`config.mk`:
```
export PLATFORM = sky130hd
export DESIGN_NAME = candle_flicker_channel_engine
export DESIGN_NICKNAME = d
export VERILOG_FILES = /design/src/rtl/core/cfce_pkg.sv /design/src/rtl/core/candle_flicker_channel_engine.sv /design/src/rtl/core/cfce_regs.sv /design/src/rtl/core/cfce_update.sv
export SDC_FILE = /design/constraint.sdc
export NUM_CORES = 2
export LEC_CHECK = 0
export BUFFER_PORTS_ARGS = -buffer_cell sky130_fd_sc_hd__buf_2
export CAP_MARGIN = 10
export CORE_ASPECT_RATIO = 0.5
export CORE_MARGIN = 3
export CORE_UTILIZATION = 35
export CTS_CLUSTER_DIAMETER = 30
export CTS_CLUSTER_SIZE = 20
export DETAILED_ROUTE_END_ITERATION = 8
export HOLD_SLACK_MARGIN = 0.15
export PLACE_DENSITY = 0.48
export SYNTH_ARGS = -nofsm -noshare
export SYNTH_HDL_FRONTEND = slang
export SYNTH_SLANG_ARGS = --single-unit
```
`constraint.sdc`:
```
create_clock -name clk -period 25.7 [get_ports clk]
set_input_delay 2.57 -clock clk [delete_from_list [all_inputs] [get_ports clk]]
set_output_delay 2.57 -clock clk [all_outputs]
set_load 0.05 [all_outputs]
```
`src/rtl/core/cfce_pkg.sv`:
```
`default_nettype none

package cfce_pkg;

	localparam int NUM_CHANNELS = 3;
	localparam int CHAN_W = 2;
	localparam int CHAN_IDX_W = (NUM_CHANNELS > 1) ? $clog2(NUM_CHANNELS) : 1;
	localparam int LEVEL_W = 16;
	localparam int RAND_W = 31;
	localparam int THR_W = 31;
	localparam int SUM_W = LEVEL_W + 2;

	localparam int S_TDATA_W = 40;
	localparam int M_TDATA_W = 24;

	localparam int DELTA_WINDOW = 7500;
	localparam int REM_W = (DELTA_WINDOW > 1) ? $clog2(DELTA_WINDOW) : 1;

	// r mod DELTA_WINDOW through a reciprocal: q = (r * RECIP_MULT) >> RECIP_SHIFT is exact
	// for every r below 2^RAND_W
	localparam int RECIP_SHIFT = RAND_W + REM_W;
	localparam int RECIP_W = RAND_W + 1;
	localparam int QUO_W = RAND_W - REM_W + 1;
	localparam int PROD_W = RAND_W + RECIP_W;
	localparam logic [63:0] RECIP_MULT =
		((64'd1 << RECIP_SHIFT) + 64'(DELTA_WINDOW) - 64'd1) / 64'(DELTA_WINDOW);

	localparam logic [LEVEL_W-1:0] LEVEL_RESET = 16'd30000;
	localparam logic [LEVEL_W-1:0] FLOOR_RESET = 16'd12000;
	localparam logic [LEVEL_W-1:0] CEILING_RESET = 16'd60000;
	localparam logic [LEVEL_W-1:0] DESCEND_RESET = 16'd12000;
	localparam logic [LEVEL_W-1:0] ASCEND_RESET = 16'd20000;
	localparam logic [LEVEL_W-1:0] RETURN_RESET = 16'd20000;
	localparam logic [THR_W-1:0] THRESHOLD_RESET = 31'd10737418;

	localparam int ADDR_W = 5;
	localparam int REG_IDX_W = 3;
	localparam logic [REG_IDX_W-1:0] REG_LEVEL_FLOOR = 3'd0;
	localparam logic [REG_IDX_W-1:0] REG_LEVEL_CEILING = 3'd1;
	localparam logic [REG_IDX_W-1:0] REG_DESCEND_STEP = 3'd2;
	localparam logic [REG_IDX_W-1:0] REG_ASCEND_STEP = 3'd3;
	localparam logic [REG_IDX_W-1:0] REG_RETURN_STEP = 3'd4;
	localparam logic [REG_IDX_W-1:0] REG_TRIGGER_THRESHOLD = 3'd5;

	typedef enum logic [1:0] {
		PH_IDLE = 2'd0,
		PH_DESC = 2'd1,
		PH_ASC  = 2'd2,
		PH_RET  = 2'd3
	} phase_t;

	typedef struct packed {
		logic [LEVEL_W-1:0] level_floor;
		logic [LEVEL_W-1:0] level_ceiling;
		logic [LEVEL_W-1:0] descend_step;
		logic [LEVEL_W-1:0] ascend_step;
		logic [LEVEL_W-1:0] return_step;
		logic [THR_W-1:0]   trigger_threshold;
	} cfg_t;

	typedef struct packed {
		logic [LEVEL_W-1:0] level;
		phase_t             phase;
		logic [LEVEL_W-1:0] saved_level;
		logic               return_up;
	} chan_state_t;

endpackage

`default_nettype wire

```
`src/rtl/core/candle_flicker_channel_engine.sv`:
```
// candle flicker channel engine
// s_* carries one tick for one led channel: tdata[1:0] chan, tdata[32:2] random_value.
// m_* returns one item per tick: tdata[1:0] out_chan, [17:2] level, [19:18] phase.
// registers sit on the apb port, byte address 4*index; pready is always high.
// three register stages: input, quotient of random_value mod the walk window
// (one 31x32 constant multiply), then the per-channel update into the result
// register. throughput is one item per clock while results are taken; the
// channel read-modify-write is done in the last stage, so ticks for the same
// channel may follow back to back.
// at reset every channel is idle at level 30000 and the registers take their
// reset values. when m_tready is low the stages keep filling; s_tready drops
// once input, quotient and result stages all hold an item.
// a channel number at or above the channel count changes nothing and reports
// level 0 in the idle phase.
`default_nettype none

module candle_flicker_channel_engine
	import cfce_pkg::*;
(
	input  wire logic                 clk,
	input  wire logic                 arst_n,
	input  wire logic                 s_tvalid,
	output logic                      s_tready,
	input  wire logic [S_TDATA_W-1:0] s_tdata,  // chan[1:0], random_value[32:2], zero
	output logic                      m_tvalid,
	input  wire logic                 m_tready,
	output logic      [M_TDATA_W-1:0] m_tdata,  // out_chan[1:0], level[17:2], phase[19:18], zero
	input  wire logic                 psel,
	input  wire logic                 penable,
	input  wire logic                 pwrite,
	input  wire logic [ADDR_W-1:0]    paddr,
	input  wire logic [31:0]          pwdata,
	output logic      [31:0]          prdata,
	output logic                      pready
);

	cfg_t cfg;

	logic              valid_s1;
	logic [CHAN_W-1:0] chan_s1;
	logic [RAND_W-1:0] rand_s1;
	logic [PROD_W-1:0] s1_prod;

	logic              valid_s2;
	logic [CHAN_W-1:0] chan_s2;
	logic [RAND_W-1:0] rand_s2;
	logic [QUO_W-1:0]  quo_s2;

	logic               out_v_q;
	logic [CHAN_W-1:0]  out_chan_q;
	logic [LEVEL_W-1:0] out_level_q;
	phase_t             out_phase_q;

	logic out_ready;
	logic s2_ready;
	logic s1_ready;
	logic s2_fire;
	logic chan_ok;
	logic commit;

	logic [CHAN_IDX_W-1:0] idx;
	chan_state_t           st_q [NUM_CHANNELS];
	chan_state_t           cur;
	chan_state_t           nxt;

	cfce_regs u_regs (
		.clk     (clk),
		.arst_n  (arst_n),
		.psel    (psel),
		.penable (penable),
		.pwrite  (pwrite),
		.paddr   (paddr),
		.pwdata  (pwdata),
		.prdata  (prdata),
		.pready  (pready),
		.cfg     (cfg)
	);

	assign out_ready = !out_v_q || m_tready;
	assign s2_ready  = !valid_s2 || out_ready;
	assign s1_ready  = !valid_s1 || s2_ready;
	assign s_tready  = s1_ready;
	assign s2_fire   = valid_s2 && out_ready;

	assign s1_prod = PROD_W'(rand_s1) * PROD_W'(RECIP_MULT);

	always_ff @(posedge clk or negedge arst_n) begin
		if (!arst_n) begin
			valid_s1 <= 1'b0;
			valid_s2 <= 1'b0;
			out_v_q  <= 1'b0;
		end else begin
			if (s1_ready) valid_s1 <= s_tvalid;
			if (s2_ready) valid_s2 <= valid_s1;
			if (out_ready) out_v_q <= valid_s2;
		end
	end

	always_ff @(posedge clk) begin
		if (s_tvalid && s1_ready) begin
			chan_s1 <= s_tdata[CHAN_W-1:0];
			rand_s1 <= s_tdata[CHAN_W+RAND_W-1:CHAN_W];
		end
		if (valid_s1 && s2_ready) begin
			chan_s2 <= chan_s1;
			rand_s2 <= rand_s1;
			quo_s2  <= s1_prod[RECIP_SHIFT+QUO_W-1:RECIP_SHIFT];
		end
		if (s2_fire) begin
			out_chan_q  <= chan_s2;
			out_level_q <= chan_ok ? nxt.level : '0;
			out_phase_q <= chan_ok ? nxt.phase : PH_IDLE;
		end
	end

	assign chan_ok = int'(chan_s2) < NUM_CHANNELS;
	assign idx     = chan_s2[CHAN_IDX_W-1:0];
	assign cur     = chan_ok ? st_q[idx] : '0;
	assign commit  = s2_fire && chan_ok;

	cfce_update u_update (
		.cfg          (cfg),
		.cur          (cur),
		.random_value (rand_s2),
		.quo          (quo_s2),
		.nxt          (nxt)
	);

	always_ff @(posedge clk or negedge arst_n) begin
		if (!arst_n) begin
			for (int i = 0; i < NUM_CHANNELS; i++) begin
				st_q[i].level       <= LEVEL_RESET;
				st_q[i].phase       <= PH_IDLE;
				st_q[i].saved_level <= '0;
				st_q[i].return_up   <= 1'b0;
			end
		end else if (commit) begin
			st_q[idx] <= nxt;
		end
	end

	assign m_tvalid = out_v_q;
	assign m_tdata  = {{(M_TDATA_W - CHAN_W - LEVEL_W - 2){1'b0}},
	                   out_phase_q, out_level_q, out_chan_q};

`ifndef SYNTHESIS
	a_phase_order: assert property (@(posedge clk) disable iff (!arst_n)
		commit |-> (nxt.phase == cur.phase || nxt.phase == phase_t'(cur.phase + 2'd1)))
		else $error("channel phase skipped a step");

	a_save_on_trigger: assert property (@(posedge clk) disable iff (!arst_n)
		(commit && cur.phase == PH_IDLE && nxt.phase == PH_DESC)
		|-> (nxt.saved_level == nxt.level))
		else $error("saved level differs from level at flicker start");

	a_ceiling_clamp: assert property (@(posedge clk) disable iff (!arst_n)
		(commit && cur.phase == PH_ASC && nxt.phase == PH_RET)
		|-> (nxt.level == cfg.level_ceiling))
		else $error("ascent did not clamp at the ceiling");

	a_bad_chan_result: assert property (@(posedge clk) disable iff (!arst_n)
		(out_v_q && int'(out_chan_q) >= NUM_CHANNELS)
		|-> (out_level_q == '0 && out_phase_q == PH_IDLE))
		else $error("out of range channel reported a level");
`endif

endmodule

`default_nettype wire

```
`src/rtl/core/cfce_regs.sv`:
```
`default_nettype none

module cfce_regs
	import cfce_pkg::*;
(
	input  wire logic              clk,
	input  wire logic              arst_n,
	input  wire logic              psel,
	input  wire logic              penable,
	input  wire logic              pwrite,
	input  wire logic [ADDR_W-1:0] paddr,
	input  wire logic [31:0]       pwdata,
	output logic      [31:0]       prdata,
	output logic                   pready,
	output cfg_t                   cfg
);

	logic                 wr_en;
	logic [REG_IDX_W-1:0] reg_idx;

	assign pready  = 1'b1;
	assign wr_en   = psel && penable && pwrite && pready;
	assign reg_idx = paddr[ADDR_W-1:2];

	always_ff @(posedge clk or negedge arst_n) begin
		if (!arst_n) begin
			cfg.level_floor       <= FLOOR_RESET;
			cfg.level_ceiling     <= CEILING_RESET;
			cfg.descend_step      <= DESCEND_RESET;
			cfg.ascend_step       <= ASCEND_RESET;
			cfg.return_step       <= RETURN_RESET;
			cfg.trigger_threshold <= THRESHOLD_RESET;
		end else if (wr_en) begin
			unique case (reg_idx)
				REG_LEVEL_FLOOR:       cfg.level_floor <= pwdata[LEVEL_W-1:0];
				REG_LEVEL_CEILING:     cfg.level_ceiling <= pwdata[LEVEL_W-1:0];
				REG_DESCEND_STEP:      cfg.descend_step <= pwdata[LEVEL_W-1:0];
				REG_ASCEND_STEP:       cfg.ascend_step <= pwdata[LEVEL_W-1:0];
				REG_RETURN_STEP:       cfg.return_step <= pwdata[LEVEL_W-1:0];
				REG_TRIGGER_THRESHOLD: cfg.trigger_threshold <= pwdata[THR_W-1:0];
				default: ;
			endcase
		end
	end

	always_comb begin
		unique case (reg_idx)
			REG_LEVEL_FLOOR:       prdata = 32'(cfg.level_floor);
			REG_LEVEL_CEILING:     prdata = 32'(cfg.level_ceiling);
			REG_DESCEND_STEP:      prdata = 32'(cfg.descend_step);
			REG_ASCEND_STEP:       prdata = 32'(cfg.ascend_step);
			REG_RETURN_STEP:       prdata = 32'(cfg.return_step);
			REG_TRIGGER_THRESHOLD: prdata = 32'(cfg.trigger_threshold);
			default:               prdata = '0;
		endcase
	end

endmodule

`default_nettype wire

```
`src/rtl/core/cfce_update.sv`:
```
`default_nettype none

module cfce_update
	import cfce_pkg::*;
(
	input  wire cfg_t               cfg,
	input  wire chan_state_t        cur,
	input  wire logic [RAND_W-1:0]  random_value,
	input  wire logic [QUO_W-1:0]   quo,
	output chan_state_t             nxt
);

	localparam logic [LEVEL_W+REM_W-1:0] DW_EXT = (LEVEL_W + REM_W)'(DELTA_WINDOW);
	localparam logic [RAND_W-1:0]        DW_R = RAND_W'(DELTA_WINDOW);

	logic [RAND_W-1:0]        quo_dw;
	logic [RAND_W-1:0]        rem_full;
	logic [REM_W-1:0]         rem;
	logic [LEVEL_W+REM_W-1:0] drain_prod;
	logic [REM_W-1:0]         drain;
	logic [LEVEL_W-1:0]       walk_level;
	logic [SUM_W-1:0]         desc_lim;
	logic signed [SUM_W-1:0]  asc_lim;
	logic signed [SUM_W-1:0]  ret_diff;
	logic [SUM_W-1:0]         ret_abs;

	always_comb begin
		// remainder from the quotient of the previous stage
		quo_dw     = RAND_W'(quo) * DW_R;
		rem_full   = random_value - quo_dw;
		rem        = rem_full[REM_W-1:0];
		drain_prod = (LEVEL_W + REM_W)'(cur.level) * DW_EXT;
		drain      = drain_prod[LEVEL_W+REM_W-1:LEVEL_W];
		walk_level = cur.level + LEVEL_W'(rem) - LEVEL_W'(drain);

		desc_lim = {2'b00, cfg.level_floor} + {2'b00, cfg.descend_step};
		asc_lim  = $signed({2'b00, cfg.level_ceiling}) - $signed({2'b00, cfg.ascend_step});
		ret_diff = $signed({2'b00, cur.level}) - $signed({2'b00, cur.saved_level});
		ret_abs  = ret_diff[SUM_W-1] ? SUM_W'(-ret_diff) : SUM_W'(ret_diff);

		nxt = cur;
		unique case (cur.phase)
			PH_IDLE: begin
				nxt.level = walk_level;
				if (random_value < cfg.trigger_threshold) begin
					nxt.saved_level = walk_level;
					nxt.return_up   = cfg.level_ceiling < walk_level;
					nxt.phase       = PH_DESC;
				end
			end
			PH_DESC: begin
				if ({2'b00, cur.level} > desc_lim) begin
					nxt.level = cur.level - cfg.descend_step;
				end else begin
					nxt.phase = PH_ASC;
				end
			end
			PH_ASC: begin
				if ($signed({2'b00, cur.level}) < asc_lim) begin
					nxt.level = cur.level + cfg.ascend_step;
				end else begin
					nxt.level = cfg.level_ceiling;
					nxt.phase = PH_RET;
				end
			end
			PH_RET: begin
				if (ret_abs > {2'b00, cfg.return_step}) begin
					nxt.level = cur.return_up ? cur.level + cfg.return_step
					                          : cur.level - cfg.return_step;
				end else begin
					nxt.phase = PH_IDLE;
				end
			end
			default: nxt = cur;
		endcase
	end

endmodule

`default_nettype wire

```
Word level (Yosys, flattened, before mapping):

Index checks and enable logic that the tools add are counted.

* divide/modulo/power cells: 0
* bitwise gates (word level): 1
* reduce and logical (&&, ||, !) cells: 21
* order comparisons: 8
* shifts and indexed selects: 0
* eq/ne operators: 8
* multipliers: 3
* add/subtract/negate cells: 11
* multiplexer cells: 19

Operators with widths (count)
* $pmux W31 S6: 1
* $mux W35: 4
* $bwmux W105: 1
* $pmux W18 S4: 1
* $bmux W35 S2: 1
* $demux W35 S2: 1
* $mux W16: 4
* $mul A31 B31 Y62 const B: 1
* $sub A16 B16 Y17: 2
* $add A16 B16 Y16: 2
* $sub A16 B16 Y16: 2
* $lt A31 B31 Y1: 1
* $mul A16 B11 Y27 const B: 1
* $mul A19 B11 Y11 const B: 1
* $mux W19: 1
* $gt A16 B18 Y1: 1
* $gt A18 B16 Y1: 1
* $lt A17 B18 Y1: 1
* $mux W18: 1
* $neg A18 Y18: 1
* $add A16 B16 Y17: 1
* $mux W17: 1
* $add A16 B13 Y16: 1
* $lt A16 B16 Y1: 1
* 18 further kinds: 38

* bits in read-only memories: 0
* register bits: 324
* logic and storage cells: 100
* bits in latches: 0
* RAM bits: 0
* output and inout bits: 59
* memories: 0

Depth between registers and ports, before layout:

* depth in word-level cells: 12
* mapped depth: 42
* mapped depth without buffers: 39

By module:

From an unflattened synthesis, not the netlist that was laid out.

* cell total of the unflattened synthesis: 4255
* area, all modules: 43350.3 sq um

Modules (own cells, without submodules)
* candle_flicker_channel_engine: area each 25006.5 sq um, times used 1, sequential area each 5881.9 sq um, cells an instance 2254
* cfce_update: area each 13088.8 sq um, times used 1, sequential area each 0.0 sq um, cells an instance 1623
* cfce_regs: area each 5255.0 sq um, times used 1, sequential area each 2831.5 sq um, cells an instance 378

Worst setup path before layout:

Ideal clock, no wire load.

* path type: reg2reg
* start: register chan_s2[0]
* end: register st_q[70] in the netlist's numbering
* path slack: 15.476 ns
* buffers on the path: 3
* stages on the path, launching flop included: 36
* library setup time: 0.065 ns
* data arrival time: 10.159 ns
* cell sequence: edfxtp_1 -> buf_4 -> buf_2 -> clkbuf_1 -> mux2i_1 -> o21ai_0 -> fa_1 -> fa_1 -> inv_1 -> fa_1 -> fa_1 -> fa_1 -> inv_1 -> ha_1 -> a2111oi_0 -> o211ai_1 -> o211ai_1 -> o21ai_0 -> o21ai_0 -> nand2b_1 -> a21oi_1 -> xor2_1 -> fa_1 -> ha_1 -> and3_1 -> a211o_1 -> o311ai_1 -> a21boi_0 -> o31ai_1 -> ha_1 -> o211ai_1 -> nor2_1 -> a211oi_1 -> o21ai_0 -> mux2i_1 -> mux2_2

* cells in the longest elaborated chain, start to end: 11
* elaborated cells between the ends (all ways): 20

Ends and longest elaborated chain
* start: declaration: RTL line candle_flicker_channel_engine.sv:45 `logic [CHAN_W-1:0] chan_s2;`
* start signal: assignment: RTL line candle_flicker_channel_engine.sv:105 `chan_s2 <= chan_s1;`
* $not A2 Y3 (not written as such): RTL line candle_flicker_channel_engine.sv:118, candle_flicker_channel_engine.sv:138
* $bmux W35 S2: RTL line candle_flicker_channel_engine.sv:118 `assign cur = chan_ok ? st_q[idx] : '0;`
* $mux W35 (not written as such) (2 in a row): RTL line candle_flicker_channel_engine.sv:118
* $mux W35: RTL line candle_flicker_channel_engine.sv:118
* $mul A16 B11 Y27 / $add A16 B13 Y16 (equally long branches): RTL line cfce_update.sv:32, cfce_update.sv:34
* $sub A16 B13 Y16: RTL line cfce_update.sv:34 `walk_level = cur.level + LEVEL_W'(rem) - LEVEL_W'(drain);`
* $lt A16 B16 Y1: RTL line cfce_update.sv:47 `nxt.return_up = cfg.level_ceiling < walk_level;`
* $mux W19: RTL line cfce_update.sv:45 `if (random_value < cfg.trigger_threshold) begin`
* $mux W17: RTL line cfce_update.sv:42 `unique case (cur.phase)`
* $bwmux W105: RTL line candle_flicker_channel_engine.sv:138 `st_q[idx] <= nxt;`
* end signal: indexed assignment: RTL line candle_flicker_channel_engine.sv:138
* end: declaration: RTL line candle_flicker_channel_engine.sv:62 `chan_state_t st_q [NUM_CHANNELS];`

Parallel ways exist; a longest one is shown, timed or not. The select of a mux whose other input is x is not followed.
A chain may end at the register's enable or synchronous reset.

Worst setup path in the final report:

* start: register chan_s2[0]
* end: register st_q[35] in the netlist's numbering

Same word-level chain as after synthesis.

==> run_results.csv <==
group,metric,value,unit
run_status,status,"finished, final reports clean",
floorplanning,placementRows,87,
timing,finalSetupTns,0,ps
cts,insertion_delay,630,ps
routing,met2WireLength,58.83,mm
cts,cts_tree,"yes",
cts,clock-sinks,316,
worst_setup_path,cpMostUsedCell,"fa_1",
cells_and_area,drive_above_1_share,12.36,%
grt,antenna_found_initial,1,
logic_synthesis,synth_warnings,0,
worst_setup_path,end_kind,"flip-flop",
routing,top_layer,"met4",
logic_synthesis,yosys.area.top_type,"fa_1",
grt,gr-total-overflow,0,
routing,wl_met1,59.11,mm
logic_synthesis,yosys-top-cells-count,"821 x inv_1, 651 x ha_1, 463 x fa_1",
worst_setup_path,crit_family,"adder cells",
logic_synthesis,synthCells,4079,
placement,hpwl,100.6,mm
cts,root_buffer,"clkbuf_16",
grt,grt_usage,21.41,%
flow_run,drv_cap,0,
cts,ctsHoldBuffers,0,
timing,tightest_slew,1177,ps
routing,viasPerCell,5.097,
cts,cts_buffer_depth,3,
timing,fmax,83.77,MHz
routing,first_iter_violations,1969,
cells_and_area,antennaDiodeCount,0,
timing,timing.final.crit_share,46.45,%
worst_setup_path,critPathRequiredTime,26260,ps
timing,max-slew-margin-rel,20.73,%
worst_setup_path,cpPeakStageDelay,820,ps
logic_synthesis,ys_seq_area_share,20.94,%
placement,io_buffers,126,
logic_synthesis,synth_most_common_cell,"inv_1",
cts,cts.repair.resized,0,
logic_synthesis,syn_area_per_cell,9.918,sq um
worst_setup_path,worst-path-buf-inv,7,
logic_synthesis,async_reset_ff_share,69.30,%
worst_setup_path,reg2reg_depth,39,
routing,drt_wl_total,126.5,mm
timing,clock-skew-final,29.24,ps
worst_setup_path,start_kind,"flip-flop",
routing,drc,0,
timing,rsz0062_at_grt,"false",
timing,hold_violations,0,
worst_setup_path,critPathSlowestCell,"xnor2_1",
cts,clk_pin_slew,50,ps
logic_synthesis,ys_types,93,
placement,gp_congestion,0.9059,
cells_and_area,synthToLayoutAreaGrowth,13.47,%
cts,cts-buffers-inserted,77,
worst_setup_path,reg2reg_to,"st_q[35]$_DFFE_PN0P_",
floorplanning,die_w,486.8,microns
routing,ant_nets,0,
logic_synthesis,syn-cell-area,40460,sq um
cells_and_area,final_nets,5471,
routing,met3_length,5.471,mm
floorplanning,die_h,246.4,microns
cts,htree_levels,3,
worst_setup_path,path_class,"flip-flop to flip-flop",
floorplanning,start_util,35.60,%
worst_setup_path,ff2ff_setup_slack,13760,ps
worst_setup_path,arrival,12500,ps
grt,first_global_vias,30980,
worst_setup_path,critical_path_cell_count,39,
worst_hold_path,worstHoldStart,"chan_s1[0]$_DFFE_PP_",
timing,holdWs,416.0,ps
logic_synthesis,synth_enable_flop_cells,97,
worst_setup_path,cp_max_fo,38,
timing,slew_violations,0,
routing,drt_first_pass_iters,5,
timing,setup_viol,0,
worst_setup_path,startpoint,"chan_s2[0]$_DFFE_PP_",
grt,grt_max_degree,108,
routing,detail_route.wl_per_cell,21.62,microns
logic_synthesis,synth_top_area_share,22.91,%
routing,vias,29820,
worst_hold_path,hp-class,"flip-flop to flip-flop",
floorplanning,core,113600,sq um
grt,grt_pass1_wl,194.3,mm
cells_and_area,fill_cells,11250,
cts,post_cts.repair.setup_buffers,0,
worst_setup_path,r2r-start,"chan_s2[0]$_DFFE_PP_",
logic_synthesis,synth_seq_cells,316,
worst_hold_path,holdPathStages,0,
floorplanning,die_area,119900,sq um
worst_setup_path,crit_path_end,"st_q[35]$_DFFE_PN0P_",
floorplanning,boundaryPins,143,
logic_synthesis,synthTopCellsByArea,"fa_1 23%, ha_1 20%, dfrtp_1 9.6%",
logic_synthesis,ys.flop_type,"dfrtp_1",
timing,fin_crit,11940,ps
[routing by layer]
layer / track usage, % / up-vias
met1: 29.52 / 14930
met3: 2.594 / 157
met4: 5.255 / 0
li1: - / 14070
met2: 35.77 / 662
met5: 0 / -
[flip-flops by register name, indices dropped and copies added (netlist names), 2 cells and up]
register and cells:
chan_s1 2, chan_s2 2, out_chan_q 2, out_level_q 16
out_phase_q 2, quo_s2 11, rand_s1 31, rand_s2 31
st_q 105, u_regs.cfg 111
[kinds of logic after synthesis]
logic type | after synthesis | synth area share (%)
mux | 146 | 3.875
simple gates | 663 | 7.760
buf+inv | 913 | 8.595
compound gates | 755 | 12.07
flops | 316 | 20.94
xor+xnor | 168 | 3.637
fa+ha+maj | 1116 | 43.10
other cells | 2 | 0.01856
[placed cells by master (no fill, tap or decap), drive strengths merged, types with 37 or more instances in the layout]
master	Yosys	routed
xor2	55	55
dfrtp	155	155
ha	651	651
nor2	178	178
buf	21	201
nand2	216	216
nand3	46	46
fa	463	463
dfstp	64	64
mux2	85	85
a21o	71	71
clkbuf	69	89
edfxtp	97	97
inv	822	839
a21oi	197	197
o21ai	218	218
xnor2	113	113
nor2b	37	37
mux2i	61	61
[worst min-delay path by stage]
stage	endpoint	slack [ps]
after global routing	chan_s2[0]$_DFFE_PP_	420
after detailed placement	chan_s2[0]$_DFFE_PP_	400
after global placement	chan_s2[0]$_DFFE_PP_	410
after CTS	chan_s2[0]$_DFFE_PP_	420
after floorplan	chan_s2[0]$_DFFE_PP_	400
final	chan_s2[0]$_DFFE_PP_	420
[area by class of cell]
type / instances / area, sq um / area share (%)
clock buffer: 89 / 2034 / 4.432
clock inverter: 54 / 581.8 / 1.267
inverter: 823 / 3089 / 6.730
multi-input combinational: 2854 / 28620 / 62.34
sequential: 316 / 8473 / 18.46
tap: 1513 / 1893 / 4.124
timing repair buffer: 201 / 1216 / 2.649
[stage by stage]
stage / util (%) / std cells / instance area [sq um] / worst slack (ps)
CTS: 40.38 / 5849 / 45890 / 13880
detailed placement: 38.07 / 5706 / 43270 / 13930
global placement: 38.07 / 5706 / 43270 / 14060
floorplan: - / 4083 / 40470 / 15480
finish: 40.39 / 5850 / 45910 / 13760
global route: 40.39 / 5850 / 45910 / 13160
[worst reg2reg max path: cells and delay by family, from the launching register on]
family | cells | cell delay (ps)
fa+ha+maj | 9 | 4020
compound gates | 12 | 3460
buf+inv | 7 | 1900
simple gates | 7 | 730
xor+xnor | 2 | 1040
mux | 2 | 420
flops | 1 | 320
Power is left out: the tool's default activity adds up to more than one toggle a clock period on the data nets, which glitch-free logic cannot reach.
